[config.mk]
export PLATFORM = sky130hd
export DESIGN_NAME = fat32_cluster_chain_read_planner_flat
export DESIGN_NICKNAME = d
export VERILOG_FILES = /design/src/rtl/ccrp_pkg.sv /design/src/rtl/ccrp_in_if.sv /design/src/rtl/ccrp_out_if.sv /design/src/rtl/fat32_cluster_chain_read_planner.sv /design/src/rtl/ccrp_front.sv /design/src/rtl/ccrp_queue.sv /design/src/rtl/ccrp_back.sv /design/src/flat_wrapper.sv
export VERILOG_INCLUDE_DIRS = /design/src /design/src/rtl
export SDC_FILE = /design/constraint.sdc
export NUM_CORES = 2
export LEC_CHECK = 0
export ABC_AREA = 1
export BUFFER_PORTS_ARGS = -buffer_cell sky130_fd_sc_hd__buf_4
export CORE_ASPECT_RATIO = 0.75
export CORE_MARGIN = 3
export CORE_UTILIZATION = 28
export CTS_CLUSTER_SIZE = 12
export DETAILED_ROUTE_END_ITERATION = 12
export PLACE_DENSITY_LB_ADDON = 0.12
export SLEW_MARGIN = 20
export SYNTH_ARGS = -nofsm -noshare
export SYNTH_HDL_FRONTEND = slang
export SYNTH_SLANG_ARGS = --single-unit
[constraint.sdc]
create_clock -name clk -period 10.9 [get_ports clk]
set_clock_uncertainty 0.2 [all_clocks]
set_input_delay 1.635 -clock clk [delete_from_list [all_inputs] [get_ports clk]]
set_output_delay 1.635 -clock clk [all_outputs]
set_load 0.02 [all_outputs]
[src/rtl/fat32_cluster_chain_read_planner_assert.svh]
// Assertion macros for the cluster chain read planner.
// Expects signals named clk and arst_n in the module that uses them.
`ifndef FAT32_CLUSTER_CHAIN_READ_PLANNER_ASSERT_SVH
`define FAT32_CLUSTER_CHAIN_READ_PLANNER_ASSERT_SVH
`ifndef SYNTHESIS
`define CCRP_ASSERT(label, prop, msg) \
	label: assert property (@(posedge clk) disable iff (!arst_n) prop) else $error(msg);
`define CCRP_ASSERT_NEVER(label, cond, msg) \
	`CCRP_ASSERT(label, !(cond), msg)
`else
`define CCRP_ASSERT(label, prop, msg)
`define CCRP_ASSERT_NEVER(label, cond, msg)
`endif
`endif

[src/rtl/ccrp_pkg.sv]
// Shared types and constants of the cluster chain read planner.
// No dependencies.
package ccrp_pkg;

	localparam int SECTOR_BYTES    = 512;
	localparam int SECTOR_LOG2     = $clog2(SECTOR_BYTES);
	localparam int QUEUE_DEPTH_DEF = 2;
	localparam logic [27:0] FAT_END_MIN = 28'hFFFFFF8;

	typedef enum logic [1:0] {
		REG_FAT_START  = 2'd0,
		REG_DATA_START = 2'd1,
		REG_CLUSTER_LG = 2'd2
	} reg_idx_t;

	typedef enum logic [1:0] {
		CMD_FETCH = 2'd0,
		CMD_RUN   = 2'd1,
		CMD_DONE  = 2'd2
	} cmd_t;

	typedef enum logic [1:0] {
		PH_IDLE,
		PH_SKIP,
		PH_READ
	} phase_t;

	typedef enum logic {
		SQ_DECIDE,
		SQ_TAIL
	} seq_t;

	typedef struct packed {
		logic [31:0] fat_start;
		logic [31:0] data_start;
		logic [2:0]  cluster_size_log2;
	} cfg_t;

	// decoded item as it waits in the queue
	typedef struct packed {
		logic        is_start;
		logic        no_data;
		logic [27:0] cluster;
		logic [31:0] length;
		logic [24:0] skip;
		logic [15:0] offset;
	} action_t;

	typedef struct packed {
		cmd_t        command;
		logic [31:0] sector_address;
		logic [15:0] byte_offset;
		logic [16:0] byte_count;
		logic [31:0] total_bytes;
		logic        last;
	} result_t;

endpackage

[src/rtl/ccrp_in_if.sv]
// Input channel of the cluster chain read planner: valid/ready plus item fields.
// No dependencies.
interface ccrp_in_if;
	logic        valid;
	logic        ready;
	logic        op;
	logic [27:0] first_cluster;
	logic [31:0] file_bytes;
	logic [31:0] read_offset;
	logic [31:0] read_length;
	logic [31:0] fat_word;

	modport source (output valid, op, first_cluster, file_bytes, read_offset,
		read_length, fat_word, input ready);
	modport sink (input valid, op, first_cluster, file_bytes, read_offset,
		read_length, fat_word, output ready);
endinterface

[src/rtl/ccrp_out_if.sv]
// Result channel of the cluster chain read planner: valid/ready plus result fields.
// No dependencies.
interface ccrp_out_if;
	logic        valid;
	logic        ready;
	logic [1:0]  command;
	logic [31:0] sector_address;
	logic [15:0] byte_offset;
	logic [16:0] byte_count;
	logic [31:0] total_bytes;
	logic        last;

	modport source (output valid, command, sector_address, byte_offset, byte_count,
		total_bytes, last, input ready);
	modport sink (input valid, command, sector_address, byte_offset, byte_count,
		total_bytes, last, output ready);
endinterface

[src/rtl/fat32_cluster_chain_read_planner.sv]
// Top level of the FAT32 cluster chain read planner.
// Depends on ccrp_pkg, ccrp_in_if, ccrp_out_if, ccrp_front, ccrp_queue, ccrp_back.
//
// Usage:
//  - req carries items: op 0 starts a read (first_cluster, file_bytes,
//    read_offset, read_length), op 1 returns a FAT word for the last fetch.
//  - rsp carries commands: FAT fetch, data run, or done with the byte total.
//    last marks the final command caused by one item. An item causes zero,
//    one or two commands (a run followed by a fetch or by done).
//  - cfg_we/cfg_index/cfg_data write the FAT start, data start and cluster
//    size registers; write them only while no request is in flight.
// Timing: an item is written into the queue, then its first command into the result
//  register. The back end emits one command per cycle while the output is not held,
//  so single-command items flow at one per cycle; a two-command item takes no new
//  item while its second command issues. The front end decodes into a QUEUE_DEPTH
//  entry queue and keeps accepting while the back end works or the output is held.
// Reset: arst_n clears the queue, the result valid flag and the walk state;
//  configuration registers return to zero.
// Stall: when rsp.ready is low the result register holds, the back end stops,
//  and req.ready drops once the queue is full.
module fat32_cluster_chain_read_planner #(
	parameter int QUEUE_DEPTH = ccrp_pkg::QUEUE_DEPTH_DEF
) (
	input  logic        clk,
	input  logic        arst_n,
	ccrp_in_if.sink     req,
	ccrp_out_if.source  rsp,
	input  logic        cfg_we,
	input  logic [1:0]  cfg_index,
	input  logic [31:0] cfg_data
);
	import ccrp_pkg::*;

	cfg_t    cfg_q;
	logic    push;
	logic    full;
	logic    pop;
	logic    head_valid;
	action_t act;
	action_t head;

	// configuration registers; an index past the list is ignored
	always_ff @(posedge clk or negedge arst_n) begin
		if (!arst_n) begin
			cfg_q <= '0;
		end else if (cfg_we) begin
			unique case (cfg_index)
				REG_FAT_START:  cfg_q.fat_start         <= cfg_data;
				REG_DATA_START: cfg_q.data_start        <= cfg_data;
				REG_CLUSTER_LG: cfg_q.cluster_size_log2 <= cfg_data[2:0];
				default: ;
			endcase
		end
	end

	// front: decode and clamp each item
	ccrp_front u_front (
		.req  (req),
		.cfg  (cfg_q),
		.full (full),
		.push (push),
		.act  (act)
	);

	// queue between the halves
	ccrp_queue #(
		.DEPTH (QUEUE_DEPTH)
	) u_queue (
		.clk       (clk),
		.arst_n    (arst_n),
		.push      (push),
		.wr_data   (act),
		.pop       (pop),
		.rd_data   (head),
		.not_empty (head_valid),
		.full      (full)
	);

	// back: chain walk and command issue
	ccrp_back u_back (
		.clk        (clk),
		.arst_n     (arst_n),
		.cfg        (cfg_q),
		.head       (head),
		.head_valid (head_valid),
		.pop        (pop),
		.rsp        (rsp)
	);

endmodule

[src/rtl/ccrp_front.sv]
// Front end: accepts items, clamps the request and splits the offset.
// Depends on ccrp_pkg and ccrp_in_if.
module ccrp_front (
	ccrp_in_if.sink           req,
	input  ccrp_pkg::cfg_t    cfg,
	input  logic              full,
	output logic              push,
	output ccrp_pkg::action_t act
);
	import ccrp_pkg::*;

	logic [32:0] end_pos;
	logic [31:0] clus_mask;
	logic        past_end;

	assign req.ready = !full;
	assign push      = req.valid && !full;

	always_comb begin
		end_pos   = {1'b0, req.read_offset} + {1'b0, req.read_length};
		clus_mask = (32'(SECTOR_BYTES) << cfg.cluster_size_log2) - 32'd1;
		past_end  = req.read_offset >= req.file_bytes;

		act.is_start = !req.op;
		act.no_data  = past_end || (req.read_length == 32'd0);
		act.cluster  = req.op ? req.fat_word[27:0] : req.first_cluster;
		// clamp to the end of the file
		act.length   = (end_pos > {1'b0, req.file_bytes}) ?
			(req.file_bytes - req.read_offset) : req.read_length;
		act.skip     = 25'((req.read_offset >> SECTOR_LOG2) >> cfg.cluster_size_log2);
		act.offset   = 16'(req.read_offset & clus_mask);
	end

endmodule

[src/rtl/ccrp_queue.sv]
// Small FIFO of decoded items between front and back end.
// Depends on ccrp_pkg and the assertion macro header.
`include "fat32_cluster_chain_read_planner_assert.svh"
module ccrp_queue #(
	parameter int DEPTH = ccrp_pkg::QUEUE_DEPTH_DEF
) (
	input  logic              clk,
	input  logic              arst_n,
	input  logic              push,
	input  ccrp_pkg::action_t wr_data,
	input  logic              pop,
	output ccrp_pkg::action_t rd_data,
	output logic              not_empty,
	output logic              full
);
	import ccrp_pkg::*;

	localparam int PW = $clog2(DEPTH);
	localparam int CW = $clog2(DEPTH + 1);

	action_t         mem_q [DEPTH];
	logic [PW-1:0]   wr_ptr_q;
	logic [PW-1:0]   rd_ptr_q;
	logic [CW-1:0]   count_q;

	assign rd_data   = mem_q[rd_ptr_q];
	assign not_empty = count_q != CW'(0);
	assign full      = count_q == CW'(DEPTH);

	function automatic logic [PW-1:0] bump(input logic [PW-1:0] p);
		return (p == PW'(DEPTH - 1)) ? PW'(0) : p + PW'(1);
	endfunction

	always_ff @(posedge clk) begin
		if (push) begin
			mem_q[wr_ptr_q] <= wr_data;
		end
	end

	always_ff @(posedge clk or negedge arst_n) begin
		if (!arst_n) begin
			wr_ptr_q <= '0;
			rd_ptr_q <= '0;
			count_q  <= '0;
		end else begin
			if (push) begin
				wr_ptr_q <= bump(wr_ptr_q);
			end
			if (pop) begin
				rd_ptr_q <= bump(rd_ptr_q);
			end
			if (push && !pop) begin
				count_q <= count_q + CW'(1);
			end else if (pop && !push) begin
				count_q <= count_q - CW'(1);
			end
		end
	end

	`CCRP_ASSERT(a_q_count_range, count_q <= CW'(DEPTH), "queue count beyond depth")
	`CCRP_ASSERT_NEVER(a_q_overflow, push && full, "push into full queue")
	`CCRP_ASSERT_NEVER(a_q_underflow, pop && !not_empty, "pop from empty queue")

endmodule

[src/rtl/ccrp_back.sv]
// Back end: walks the cluster chain state and issues commands into the result register.
// Depends on ccrp_pkg, ccrp_out_if and the assertion macro header.
`include "fat32_cluster_chain_read_planner_assert.svh"
module ccrp_back (
	input  logic              clk,
	input  logic              arst_n,
	input  ccrp_pkg::cfg_t    cfg,
	input  ccrp_pkg::action_t head,
	input  logic              head_valid,
	output logic              pop,
	ccrp_out_if.source        rsp
);
	import ccrp_pkg::*;

	seq_t        seq_q, seq_d;
	phase_t      phase_q, phase_d;
	logic [27:0] cluster_q;
	logic [24:0] skip_q;
	logic [15:0] off_q;
	logic [31:0] rest_q;
	logic [31:0] done_q;
	logic        fin_q;
	logic        rsp_valid_q;
	result_t     rsp_q;

	logic        adv;
	logic        is_end;
	logic [24:0] skip_dec;
	logic        act_load, act_fetch, act_run, act_done0, act_done_tot;
	logic [15:0] eff_off;
	logic [31:0] eff_rest;
	logic [31:0] eff_done;
	logic [16:0] bpc;
	logic [16:0] avail;
	logic        run_fin;
	logic [16:0] chunk;
	logic [31:0] run_sector;
	logic        emit;
	result_t     res;

	function automatic result_t fetch_res(input logic [31:0] base,
			input logic [27:0] clus);
		result_t r;
		r = '0;
		r.command        = CMD_FETCH;
		r.sector_address = base + 32'(clus >> (SECTOR_LOG2 - 2));
		r.byte_offset    = 16'({clus, 2'b00} & 30'(SECTOR_BYTES - 1));
		r.last           = 1'b1;
		return r;
	endfunction

	function automatic result_t done_res(input logic [31:0] total);
		result_t r;
		r = '0;
		r.command     = CMD_DONE;
		r.total_bytes = total;
		r.last        = 1'b1;
		return r;
	endfunction

	assign adv = !rsp_valid_q || rsp.ready;
	assign pop = (seq_q == SQ_DECIDE) && head_valid && adv;

	// classify the head item against the walk state
	always_comb begin
		is_end       = head.cluster >= FAT_END_MIN;
		skip_dec     = skip_q - 25'd1;
		act_load     = 1'b0;
		act_fetch    = 1'b0;
		act_run      = 1'b0;
		act_done0    = 1'b0;
		act_done_tot = 1'b0;
		if (head.is_start) begin
			act_load = !head.no_data;
			if (head.no_data) begin
				act_done0 = 1'b1;
			end else if (head.skip != 25'd0) begin
				act_fetch = 1'b1;
			end else if (is_end) begin
				act_done0 = 1'b1;
			end else begin
				act_run = 1'b1;
			end
		end else begin
			unique case (phase_q)
				PH_SKIP: begin
					if (is_end) begin
						act_done0 = 1'b1;
					end else if (skip_dec != 25'd0) begin
						act_fetch = 1'b1;
					end else begin
						act_run = 1'b1;
					end
				end
				PH_READ: begin
					act_done_tot = is_end;
					act_run      = !is_end;
				end
				default: ;
			endcase
		end
	end

	// data run arithmetic; a start item brings its own offset and length
	always_comb begin
		eff_off    = head.is_start ? head.offset : off_q;
		eff_rest   = head.is_start ? head.length : rest_q;
		eff_done   = head.is_start ? 32'd0 : done_q;
		bpc        = 17'(SECTOR_BYTES) << cfg.cluster_size_log2;
		avail      = bpc - 17'(eff_off);
		run_fin    = eff_rest <= 32'(avail);
		chunk      = run_fin ? eff_rest[16:0] : avail;
		run_sector = cfg.data_start
			+ ((32'(head.cluster) - 32'd2) << cfg.cluster_size_log2)
			+ 32'(eff_off >> SECTOR_LOG2);
	end

	// next state of the sequencer and of the walk phase
	always_comb begin
		seq_d   = seq_q;
		phase_d = phase_q;
		unique case (seq_q)
			SQ_DECIDE: begin
				if (pop) begin
					if (act_run) begin
						seq_d   = SQ_TAIL;
						phase_d = run_fin ? PH_IDLE : PH_READ;
					end else if (act_fetch) begin
						phase_d = PH_SKIP;
					end else if (act_done0 || act_done_tot) begin
						phase_d = PH_IDLE;
					end
				end
			end
			SQ_TAIL: begin
				if (adv) begin
					seq_d = SQ_DECIDE;
				end
			end
			default: seq_d = SQ_DECIDE;
		endcase
	end

	// result selection
	always_comb begin
		emit = 1'b0;
		res  = '0;
		unique case (seq_q)
			SQ_DECIDE: begin
				emit = pop && (act_fetch || act_run || act_done0 || act_done_tot);
				if (act_fetch) begin
					res = fetch_res(cfg.fat_start, head.cluster);
				end else if (act_run) begin
					res.command        = CMD_RUN;
					res.sector_address = run_sector;
					res.byte_offset    = eff_off;
					res.byte_count     = chunk;
				end else if (act_done_tot) begin
					res = done_res(done_q);
				end else begin
					res = done_res(32'd0);
				end
			end
			SQ_TAIL: begin
				emit = adv;
				res  = fin_q ? done_res(done_q) : fetch_res(cfg.fat_start, cluster_q);
			end
			default: ;
		endcase
	end

	always_ff @(posedge clk or negedge arst_n) begin
		if (!arst_n) begin
			seq_q       <= SQ_DECIDE;
			phase_q     <= PH_IDLE;
			rsp_valid_q <= 1'b0;
			cluster_q   <= '0;
			skip_q      <= '0;
			off_q       <= '0;
			rest_q      <= '0;
			done_q      <= '0;
			fin_q       <= 1'b0;
		end else begin
			seq_q   <= seq_d;
			phase_q <= phase_d;
			if (adv) begin
				rsp_valid_q <= emit;
			end
			if (pop) begin
				if (act_run) begin
					// run planned: offset is used up, totals move on
					cluster_q <= head.cluster;
					off_q     <= 16'd0;
					rest_q    <= eff_rest - 32'(chunk);
					done_q    <= eff_done + 32'(chunk);
					fin_q     <= run_fin;
				end else if (act_load) begin
					cluster_q <= head.cluster;
					skip_q    <= head.skip;
					off_q     <= head.offset;
					rest_q    <= head.length;
					done_q    <= 32'd0;
				end else if (head.is_start) begin
					done_q <= 32'd0;
				end else if (phase_q == PH_SKIP && !is_end) begin
					cluster_q <= head.cluster;
					skip_q    <= skip_dec;
				end
			end
		end
	end

	always_ff @(posedge clk) begin
		if (adv && emit) begin
			rsp_q <= res;
		end
	end

	assign rsp.valid          = rsp_valid_q;
	assign rsp.command        = rsp_q.command;
	assign rsp.sector_address = rsp_q.sector_address;
	assign rsp.byte_offset    = rsp_q.byte_offset;
	assign rsp.byte_count     = rsp_q.byte_count;
	assign rsp.total_bytes    = rsp_q.total_bytes;
	assign rsp.last           = rsp_q.last;

	`CCRP_ASSERT(a_tail_has_pending, seq_q == SQ_TAIL |-> rsp_valid_q,
		"second command without the first one pending")
	`CCRP_ASSERT(a_skip_nonzero, phase_q == PH_SKIP |-> skip_q != 25'd0,
		"skip phase with nothing left to skip")
	`CCRP_ASSERT(a_fin_idles, (seq_q == SQ_TAIL && fin_q) |-> phase_q == PH_IDLE,
		"finished run left the walk active")
	`CCRP_ASSERT(a_tail_after_run, seq_q == SQ_TAIL && $past(seq_q) == SQ_DECIDE
		|-> rsp_q.command == CMD_RUN, "second command not preceded by a run")

endmodule

[src/flat_wrapper.sv]
// flat-port wrapper written by rule: the top's interface ports become plain ports
module fat32_cluster_chain_read_planner_flat import ccrp_pkg::*;
#(
	parameter int QUEUE_DEPTH = ccrp_pkg::QUEUE_DEPTH_DEF
)
  (clk, arst_n, cfg_we, cfg_index, cfg_data, req_valid, req_op, req_first_cluster, req_file_bytes, req_read_offset, req_read_length, req_fat_word, req_ready, rsp_valid, rsp_command, rsp_sector_address, rsp_byte_offset, rsp_byte_count, rsp_total_bytes, rsp_last, rsp_ready);
  ccrp_in_if req_i ();
  ccrp_out_if rsp_i ();
  input  logic clk;
  input  logic arst_n;
  input  logic cfg_we;
  input  logic [1:0] cfg_index;
  input  logic [31:0] cfg_data;
  input wire logic [$bits(req_i.valid)-1:0] req_valid;
  input wire logic [$bits(req_i.op)-1:0] req_op;
  input wire logic [$bits(req_i.first_cluster)-1:0] req_first_cluster;
  input wire logic [$bits(req_i.file_bytes)-1:0] req_file_bytes;
  input wire logic [$bits(req_i.read_offset)-1:0] req_read_offset;
  input wire logic [$bits(req_i.read_length)-1:0] req_read_length;
  input wire logic [$bits(req_i.fat_word)-1:0] req_fat_word;
  output wire logic [$bits(req_i.ready)-1:0] req_ready;
  output wire logic [$bits(rsp_i.valid)-1:0] rsp_valid;
  output wire logic [$bits(rsp_i.command)-1:0] rsp_command;
  output wire logic [$bits(rsp_i.sector_address)-1:0] rsp_sector_address;
  output wire logic [$bits(rsp_i.byte_offset)-1:0] rsp_byte_offset;
  output wire logic [$bits(rsp_i.byte_count)-1:0] rsp_byte_count;
  output wire logic [$bits(rsp_i.total_bytes)-1:0] rsp_total_bytes;
  output wire logic [$bits(rsp_i.last)-1:0] rsp_last;
  input wire logic [$bits(rsp_i.ready)-1:0] rsp_ready;
  assign req_i.valid = req_valid;
  assign req_i.op = req_op;
  assign req_i.first_cluster = req_first_cluster;
  assign req_i.file_bytes = req_file_bytes;
  assign req_i.read_offset = req_read_offset;
  assign req_i.read_length = req_read_length;
  assign req_i.fat_word = req_fat_word;
  assign req_ready = req_i.ready;
  assign rsp_valid = rsp_i.valid;
  assign rsp_command = rsp_i.command;
  assign rsp_sector_address = rsp_i.sector_address;
  assign rsp_byte_offset = rsp_i.byte_offset;
  assign rsp_byte_count = rsp_i.byte_count;
  assign rsp_total_bytes = rsp_i.total_bytes;
  assign rsp_last = rsp_i.last;
  assign rsp_i.ready = rsp_ready;
  fat32_cluster_chain_read_planner #(.QUEUE_DEPTH(QUEUE_DEPTH)) u_core (.clk(clk), .arst_n(arst_n), .req(req_i), .rsp(rsp_i), .cfg_we(cfg_we), .cfg_index(cfg_index), .cfg_data(cfg_data));
endmodule
Yosys cells after proc, flatten, opt, wreduce, memory -nomap -nowiden

Memories as Yosys holds them, arrays and structs flattened.
Index checks and enable logic that the tools add are counted.

Add/sub/neg operators: 16
Order comparisons: 4
Eq/ne operators: 7
Shift operators: 4
Muxes and demuxes: 61
Bitwise gates (word level): 3
Reductions and logical operators: 39

Operators by type and width:

| operator                                                              | number |
|---|---|
| 32-bit two-way mux                                                    | 7 |
| 100-bit two-way mux                                                   | 2 |
| 100-bit case mux with 2 select lines                                  | 1 |
| 28-bit two-way mux                                                    | 5 |
| 25-bit two-way mux                                                    | 3 |
| 67-bit two-way mux                                                    | 1 |
| 33-bit two-way mux                                                    | 2 |
| 32-bit by 21-bit adder with 32-bit output                             | 2 |
| 25-bit nonzero test                                                   | 2 |
| 16-bit two-way mux                                                    | 3 |
| 32-bit by 32-bit adder with 33-bit output                             | 1 |
| 33-bit by 32-bit > comparator with 1-bit output                       | 1 |
| 32-bit by 17-bit adder with 32-bit output                             | 1 |
| 32-bit adder                                                          | 1 |
| 32-bit by 7-bit adder with 32-bit output                              | 1 |
| 32-bit greater-or-equal comparator                                    | 1 |
| 32-bit by 17-bit <= comparator with 1-bit output                      | 1 |
| 32-bit zero test                                                      | 1 |
| 32-bit by 3-bit << shifter with 32-bit output                         | 1 |
| 32-bit by 17-bit subtractor with 32-bit output                        | 1 |
| 32-bit subtractor                                                     | 1 |
| 28-bit by 2-bit subtractor with 29-bit output (second input constant) | 1 |
| 28-bit greater-or-equal comparator (second input constant)            | 1 |
| 1-bit two-way mux                                                     | 27 |
| 27 further kinds                                                      | 66 |

Register bits: 309
RAM bits: 206
Input port bits: 196
Output and inout bits: 102
Word-level logic and storage cells: 156
Memories kept: 1

Memory list:

| memory               | depth | width | read ports | clocked after Yosys merged registers in | write ports | line             | text |
|---|---|---|---|---|---|---|---|
| u_core.u_queue.mem_q | 2     | 103   | 1          | 0                                       | 1           | ccrp_queue.sv:21 | `action_t mem_q [DEPTH];` |

Depth between registers and ports, before layout

Depth after elaboration: 12
Gate-level depth with buffers: 54
Gate-level depth less buffers: 50

Modules after synthesis

A second synthesis with hierarchy kept.

Cells, all modules: 4,835
Area, all modules: 38,837.2 um2

By module, submodules not included:

| module                           | instances | cells each | area each (um2) | sequential area each (um2) |
|---|---|---|---|---|
| ccrp_back                        | 1         | 2,875      | 20,828.7        | 6,456.2 |
| ccrp_queue                       | 1         | 346        | 7,891.3         | 6,286.0 |
| ccrp_front                       | 1         | 1,316      | 7,025.5         | 0.0 |
| fat32_cluster_chain_read_planner | 1         | 298        | 3,091.7         | 1,676.6 |

Least setup slack after synthesis

No wires, ideal clock.

Path type: flip-flop to flip-flop
From: register u_core.u_queue.rd_ptr_q
To: register u_core.u_back.rsp_q (netlist bit u_core.u_back.rsp.byte_count[0]) (enable)
Setup time: 0.592 ns
Arrival time: 7.561 ns
Required time: 10.108 ns
Setup slack: 2.547 ns
Cell stages (with the launch flop): 17
Buffers on the path: 6
Period minus slack after synthesis: 8.353 ns
Cell sequence: dfrtp_1 -> buf_4 -> buf_6 -> buf_6 -> buf_2 -> buf_2 -> buf_2 -> mux2i_1 -> nand4_1 -> or2_2 -> nor2_1 -> nand2_1 -> nand2_1 -> nand2_1 -> nand2_1 -> inv_1 -> a21oi_1

Longest elaborated chain between the ends: 12
Elaborated cells on any way between the ends: 28
Those cells by class: order compare: 1; mux: 19; reduce/logical: 7; memory: 1

Ends and longest elaborated chain:

| what                                 | line             | text |
|---|---|---|
| start, declared                      | ccrp_queue.sv:23 | `logic [PW-1:0] rd_ptr_q;` |
| start signal, assigned               | ccrp_queue.sv:50 | `rd_ptr_q <= bump(rd_ptr_q);` |
| memory read 2 x 103 bit *            | --               |  |
| 28-bit greater-or-equal comparator   | ccrp_back.sv:66  | `is_end = head.cluster >= FAT_END_MIN;` |
| 1-bit two-way mux                    | ccrp_back.sv:79  | `end else if (is_end) begin` |
| 1-bit two-way mux                    | ccrp_back.sv:77  | `end else if (head.skip != 25'd0) begin` |
| 1-bit two-way mux                    | ccrp_back.sv:75  | `if (head.no_data) begin` |
| 1-bit two-way mux                    | ccrp_back.sv:73  | `if (head.is_start) begin` |
| 1-bit logical OR (2 in a row)        | ccrp_back.sv:150 | `emit = pop && (act_fetch \|\| act_run \|\| act_done0 \|\| act_done_tot);` |
| 1-bit logical OR *                   | ccrp_back.sv:150 |  |
| 1-bit logical AND *                  | ccrp_back.sv:150 |  |
| 1-bit case mux with 2 select lines * | ccrp_back.sv:148 | `unique case (seq_q)` |
| 1-bit logical AND *                  | ccrp_back.sv:214 | `if (adv && emit) begin` |
| end signal, assigned                 | ccrp_back.sv:215 | `rsp_q <= res;` |
| end, declared                        | ccrp_back.sv:24  | `result_t rsp_q;` |

Mark *: on every way between the ends. The rest lies on a longest branch, timed or not.
A chain may end at the register's enable or synchronous reset.

Worst setup path after layout

From: register u_core.u_queue.rd_ptr_q
To: register u_core.u_back.rest_q[22]

Elaborated cells on any way between the ends: 22
Those cells by class: add/sub: 2; order compare: 2; mux: 12; reduce/logical: 5; memory: 1

RTL lines:

| what                                             | line             | text |
|---|---|---|
| memory read 2 x 103 bit *                        | --               |  |
| 16-bit two-way mux                               | ccrp_back.sv:106 | `eff_off = head.is_start ? head.offset : off_q;` |
| 17-bit by 16-bit subtractor with 17-bit output   | ccrp_back.sv:110 | `avail = bpc - 17'(eff_off);` |
| 32-bit by 17-bit <= comparator with 1-bit output | ccrp_back.sv:111 | `run_fin = eff_rest <= 32'(avail);` |
| 17-bit two-way mux *                             | ccrp_back.sv:112 | `chunk = run_fin ? eff_rest[16:0] : avail;` |
| via u_core.u_back.chunk[1]                       | ccrp_back.sv:36  | `logic [16:0] chunk;` |
| 32-bit by 17-bit subtractor with 32-bit output * | ccrp_back.sv:194 | `rest_q <= eff_rest - 32'(chunk);` |
| 32-bit two-way mux *                             | ccrp_back.sv:190 | `if (act_run) begin` |
| end signal, assigned                             | ccrp_back.sv:194 |  |
| end signal, assigned                             | ccrp_back.sv:201 | `rest_q <= head.length;` |
| end, declared                                    | ccrp_back.sv:20  | `logic [31:0] rest_q;` |

The timed path passes the listed nets; every way through them passes the cells marked *. The select of a mux whose other input is x is not followed.

==> results.md <==
- Counting both buffers and inverters, the worst setup path holds a total of 7.
- At the end of the flow, the number of nets in the layout was 5218.
- The most utilized layer in the global route result is met1.
- The worst-case IR drop observed on VDD is around 0.14 mV.
- Across the run, the number of max-cap violations was 0.
- The number of buffers added to fix hold violations after cts is 0.
- In this run the worst hold path is classified as reg -> reg.
- TritonCTS built the clock tree.
- The met1 global-route usage is 0.2947.
- Among all flip-flop cells after synthesis, the most frequent one is sky130_fd_sc_hd__edfxtp_1.
- In this run the count of I/O pins placed on the die edge is 298.
- The number of buffers between clock root and the deepest sink is 3.
- For this configuration, the core starts out at a cell density of 0.2841.
- The detailed-route vias per instance is 4.848.
- For met2 alone, demand over resource in global routing was 0.2769.
- The number of nets with antenna violations after routing is 0.
- The number of cell instances on the worst register-to-register path is 44.
- A synthesized cell averages slightly below 8 um2.
- From bottom edge to top edge, the die measures 314.8 um.
- The post-synth design cell area is 0.03559 mm2.
- Once detailed placement completed, the half-perimeter wirelength came to 101000 um.
- The global placer's final weighted congestion is 0.8606.
- The total overflow left after global routing is 0.
- CTS saw roughly 510 sinks.
- STA classifies the critical path endpoint as a register.
- In this run, synthesis inferred 302 flip-flops with an integrated enable.
- The global-route wire length before repair is approximately 190000 um.
- The timing-limited maximum frequency is ~110 MHz.
- The run finished with clean final reports.
- The worst path in the final design needs a cycle of 8775 ps, including I/O delays and setup.
- For this block, the routed nets add up to 129100 um of wire.
- The endpoint identified for the worst register-to-register timing path is u_core.u_back.rest_q[22]$_DFFE_PN0P_.
- The count of endpoints failing hold in the final timing report was 0.
- The total number of H-tree levels is 2.
- The library cell used as clock root buffer is sky130_fd_sc_hd__clkbuf_16.
- The share of the clock period used by the worst path after layout is 0.8050.
- The maximum fanout along the worst path is 39.
- The via count of the first global-routing pass is 30160.
- The post-CTS resize count is 0.
- Power comes to 12.72 mW.
- The post-synthesis net count is 4948.
- The die is 417.7 um wide.
- Setup repair after global routing left no endpoint under its margin.
- The sequential element share of the synthesized area is 0.4017.
- The synthesized instance count is 4490.
- For the worst setup path, the data required time is 11290 ps.
- The area growth from synthesis to layout is 17.30%.
- Before antenna repair, the detailed router went through 6 iterations.
- The launching point of the worst reg2reg path is u_core.u_queue.rd_ptr_q$_DFFE_PN0P_.
- The die covers 0.1315 mm2.
- The first routing iteration left around 2300 violations.
- The relative max-transition margin is 0.1741.
- Clock-pin slew was measured on the worst setup and hold paths at around 70 ps.
- Summing all placed instances gives a cell area of 0.03976 mm2.
- Of the cells placed in the final design, the portion with a size suffix greater than 1 is 0.1139.
- The arrival time reported for the critical path endpoint is between 9000 and 10000 ps.
- The final setup slack of the worst path is 2125 ps.
- The cell seen most often among critical-path stages is sky130_fd_sc_hd__nand2_1.
- The startpoint type of the worst setup path is a register.
- Yosys instantiated no cell more often than sky130_fd_sc_hd__nand2_1.
- The reg2reg setup slack is 2130 ps.
- The summed negative setup slack over all endpoints is 0 ps.
- Yosys mapped the design onto 60 distinct sky130hd cell types.
- The synthesized design spends more area on one cell type than any other, namely sky130_fd_sc_hd__edfxtp_1.
- The peak per-stage delay on the critical path is roughly 630 ps.
- The core region is 0.1253 mm2.
- The share of synthesized area in the top cell type comes to 0.2548.
- The standard-cell row count is 112.
- Post-CTS timing repair inserted 0 buffers for setup.
- The total power divided by cell area is 304.6 mW/mm2.
- The critical path in this run is classified as reg -> reg.
- For met3 alone, demand over resource in global routing was 0.03590.
- The global-route usage over all layers is 0.1925.
- The initial antenna violation count is 2.
- After detailed routing, the average wire length per cell comes to ~20 um.
- The insertion delay to the later sink of the worst-skew pair is 680 ps.
- The total clock buffers created by CTS is 60.
- The final-report max-slew violation count was 0.
- The worst hold path begins at u_core.u_back.rest_q[31]$_DFFE_PN0P_.
- The cell with the largest stage delay on the worst path is sky130_fd_sc_hd__dfrtp_4.
- The final cell area excluding filler cells is about 0.042 mm2.
- By area the synthesized netlist is led by sky130_fd_sc_hd__edfxtp_1, sky130_fd_sc_hd__dfrtp_1, sky130_fd_sc_hd__nand2_1.
- For this run, the share of the core covered by cells in the final layout is 0.3332.
- For this block, the via count after detailed routing is 31340.
- At the pin with the least slew margin, the transition time is 1226 ps.
- The detailed-route DRC error count is 0.
- The share of synthesized registers carrying an async set or reset is 0.4090.
- The number of warning messages in the yosys log is 0.
- Entering global routing, the biggest net connects 84 pins.
- The number of buffer cells added on primary ports is a little under 300.
- The setup slack at placement is about 2100 ps.
- The hold path endpoint is u_core.u_back.rest_q[31]$_DFFE_PN0P_.
- The commonest cells after synthesis are sky130_fd_sc_hd__nand2_1, sky130_fd_sc_hd__inv_1, sky130_fd_sc_hd__o21ai_0.
- The family with the most delay on the worst path is simple AND/OR/NAND/NOR gates.
- The number of instances on the worst hold path is 2.
- Synthesis inferred 511 register bits.
- Setup violations remaining at the end of the flow were counted as 0.
- The analysis attributes to cell leakage a power of 18.96 nW.
## tightest hold or removal path, stage by stage (launching register included)
cell and delay [ps]:
sky130_fd_sc_hd__dfrtp_1 340, sky130_fd_sc_hd__nand2_1 50, sky130_fd_sc_hd__nand2_1 60
## routing by layer
layer / share of wire / up-vias
met1: 0.52 / 14800
met4: 0.021 / 0
met2: 0.40 / 754
met5: 0 / -
met3: 0.060 / 114
li1: - / 15670
## state kept, by name (all words and copies together) (netlist names), 16 cells and up
register	flops
u_core.u_back.done_q	32
u_core.u_back.rest_q	32
u_core.u_back.rsp.byte_count	17
u_core.u_back.rsp.sector_address	32
u_core.u_back.cluster_q	28
u_core.u_back.rsp.total_bytes	32
u_core.u_queue.mem_q	202
u_core.u_back.off_q	16
u_core.u_back.skip_q	25
u_core.cfg_q	67
u_core.u_back.rsp.byte_offset	16
## through the flow
step	cells	hold WS [ps]
after floorplan	4490	241.2
after global placement	6351	255.0
after detailed placement	6351	257.0
after CTS	6463	273.4
after global routing	6464	296.6
final	6464	275.3
## cell usage in the layout, fill, tap and decap left out, types with 7 or more instances in the layout
cell,n
sky130_fd_sc_hd__nand2_1,1095
sky130_fd_sc_hd__inv_1,527
sky130_fd_sc_hd__o21ai_0,457
sky130_fd_sc_hd__nor2_1,350
sky130_fd_sc_hd__buf_4,350
sky130_fd_sc_hd__edfxtp_1,302
sky130_fd_sc_hd__ha_1,248
sky130_fd_sc_hd__a21oi_1,236
sky130_fd_sc_hd__dfrtp_1,206
sky130_fd_sc_hd__nand3_1,192
sky130_fd_sc_hd__xor2_1,129
sky130_fd_sc_hd__mux2i_1,77
sky130_fd_sc_hd__nand4_1,62
sky130_fd_sc_hd__clkbuf_16,62
sky130_fd_sc_hd__xnor2_1,59
sky130_fd_sc_hd__nor4_1,39
sky130_fd_sc_hd__nor3_1,35
sky130_fd_sc_hd__or2_2,34
sky130_fd_sc_hd__o211ai_1,33
sky130_fd_sc_hd__o21ai_1,32
sky130_fd_sc_hd__o221ai_1,22
sky130_fd_sc_hd__o22ai_1,21
sky130_fd_sc_hd__a31oi_1,16
sky130_fd_sc_hd__clkbuf_1,16
sky130_fd_sc_hd__o21bai_1,14
sky130_fd_sc_hd__fa_1,14
sky130_fd_sc_hd__o21ai_2,13
sky130_fd_sc_hd__inv_2,12
sky130_fd_sc_hd__o21a_1,12
sky130_fd_sc_hd__nand3b_1,11
sky130_fd_sc_hd__nand2_2,10
sky130_fd_sc_hd__clkinv_2,10
sky130_fd_sc_hd__nor2_2,8
sky130_fd_sc_hd__a21boi_0,8
sky130_fd_sc_hd__o31ai_1,8
sky130_fd_sc_hd__clkbuf_8,7
## kinds of logic (layout without fill, tap and decap cells)
logic type               after synthesis  count (layout)  synth area share
adder cells (fa/ha/maj)              262             262           0.09506
XOR/XNOR                             188             188           0.04626
other                                  0               1                 0
AND/OR/NAND/NOR                     1864            1864            0.2203
buffers and inverters                684            1004           0.07435
AO/OA/AOI/OAI                        904             904            0.1406
flip-flops                           511             511            0.4017
multiplexers                          77              77           0.02166
## power breakdown
| group | internal (mW) | switching [mW] |
|---|---|---|
| logic | 2.38 | 5.13 |
| clock network | 1.19 | 0.873 |
| registers | 2.86 | 0.283 |
| total | 6.43 | 6.29 |
## worst max-delay path by stage
stage | slack, ps | cells past startpoint | to | startpoint
finish | 2130 | 44 | u_core.u_back.rest_q[22]$_DFFE_PN0P_ | u_core.u_queue.rd_ptr_q$_DFFE_PN0P_
floorplan | 2550 | 16 | u_core.u_back.rsp.byte_count[0]$_SDFFCE_PP0P_ | u_core.u_queue.rd_ptr_q$_DFFE_PN0P_
detailed placement | 2100 | 39 | u_core.u_back.rest_q[29]$_DFFE_PN0P_ | u_core.u_queue.rd_ptr_q$_DFFE_PN0P_
global route | 1190 | 46 | u_core.u_back.rest_q[26]$_DFFE_PN0P_ | u_core.u_queue.rd_ptr_q$_DFFE_PN0P_
CTS | 2100 | 39 | u_core.u_back.rest_q[29]$_DFFE_PN0P_ | u_core.u_queue.rd_ptr_q$_DFFE_PN0P_
global placement | 2160 | 43 | u_core.u_back.rest_q[18]$_DFFE_PN0P_ | u_core.u_queue.rd_ptr_q$_DFFE_PN0P_
## layout make-up
class                           count  area [um2]
Fill cell                       13420       83530
Multi-Input combinational cell   3295       18720
Sequential cell                   511       14310
Timing Repair Buffer              351        2643
Tap cell                         1653        2068
Inverter                          541        2031
Clock buffer                       85        1708
Clock inverter                     27       272.8
Antenna cell                        1       2.502
No activity file was read; power rests on OpenSTA's default activity.
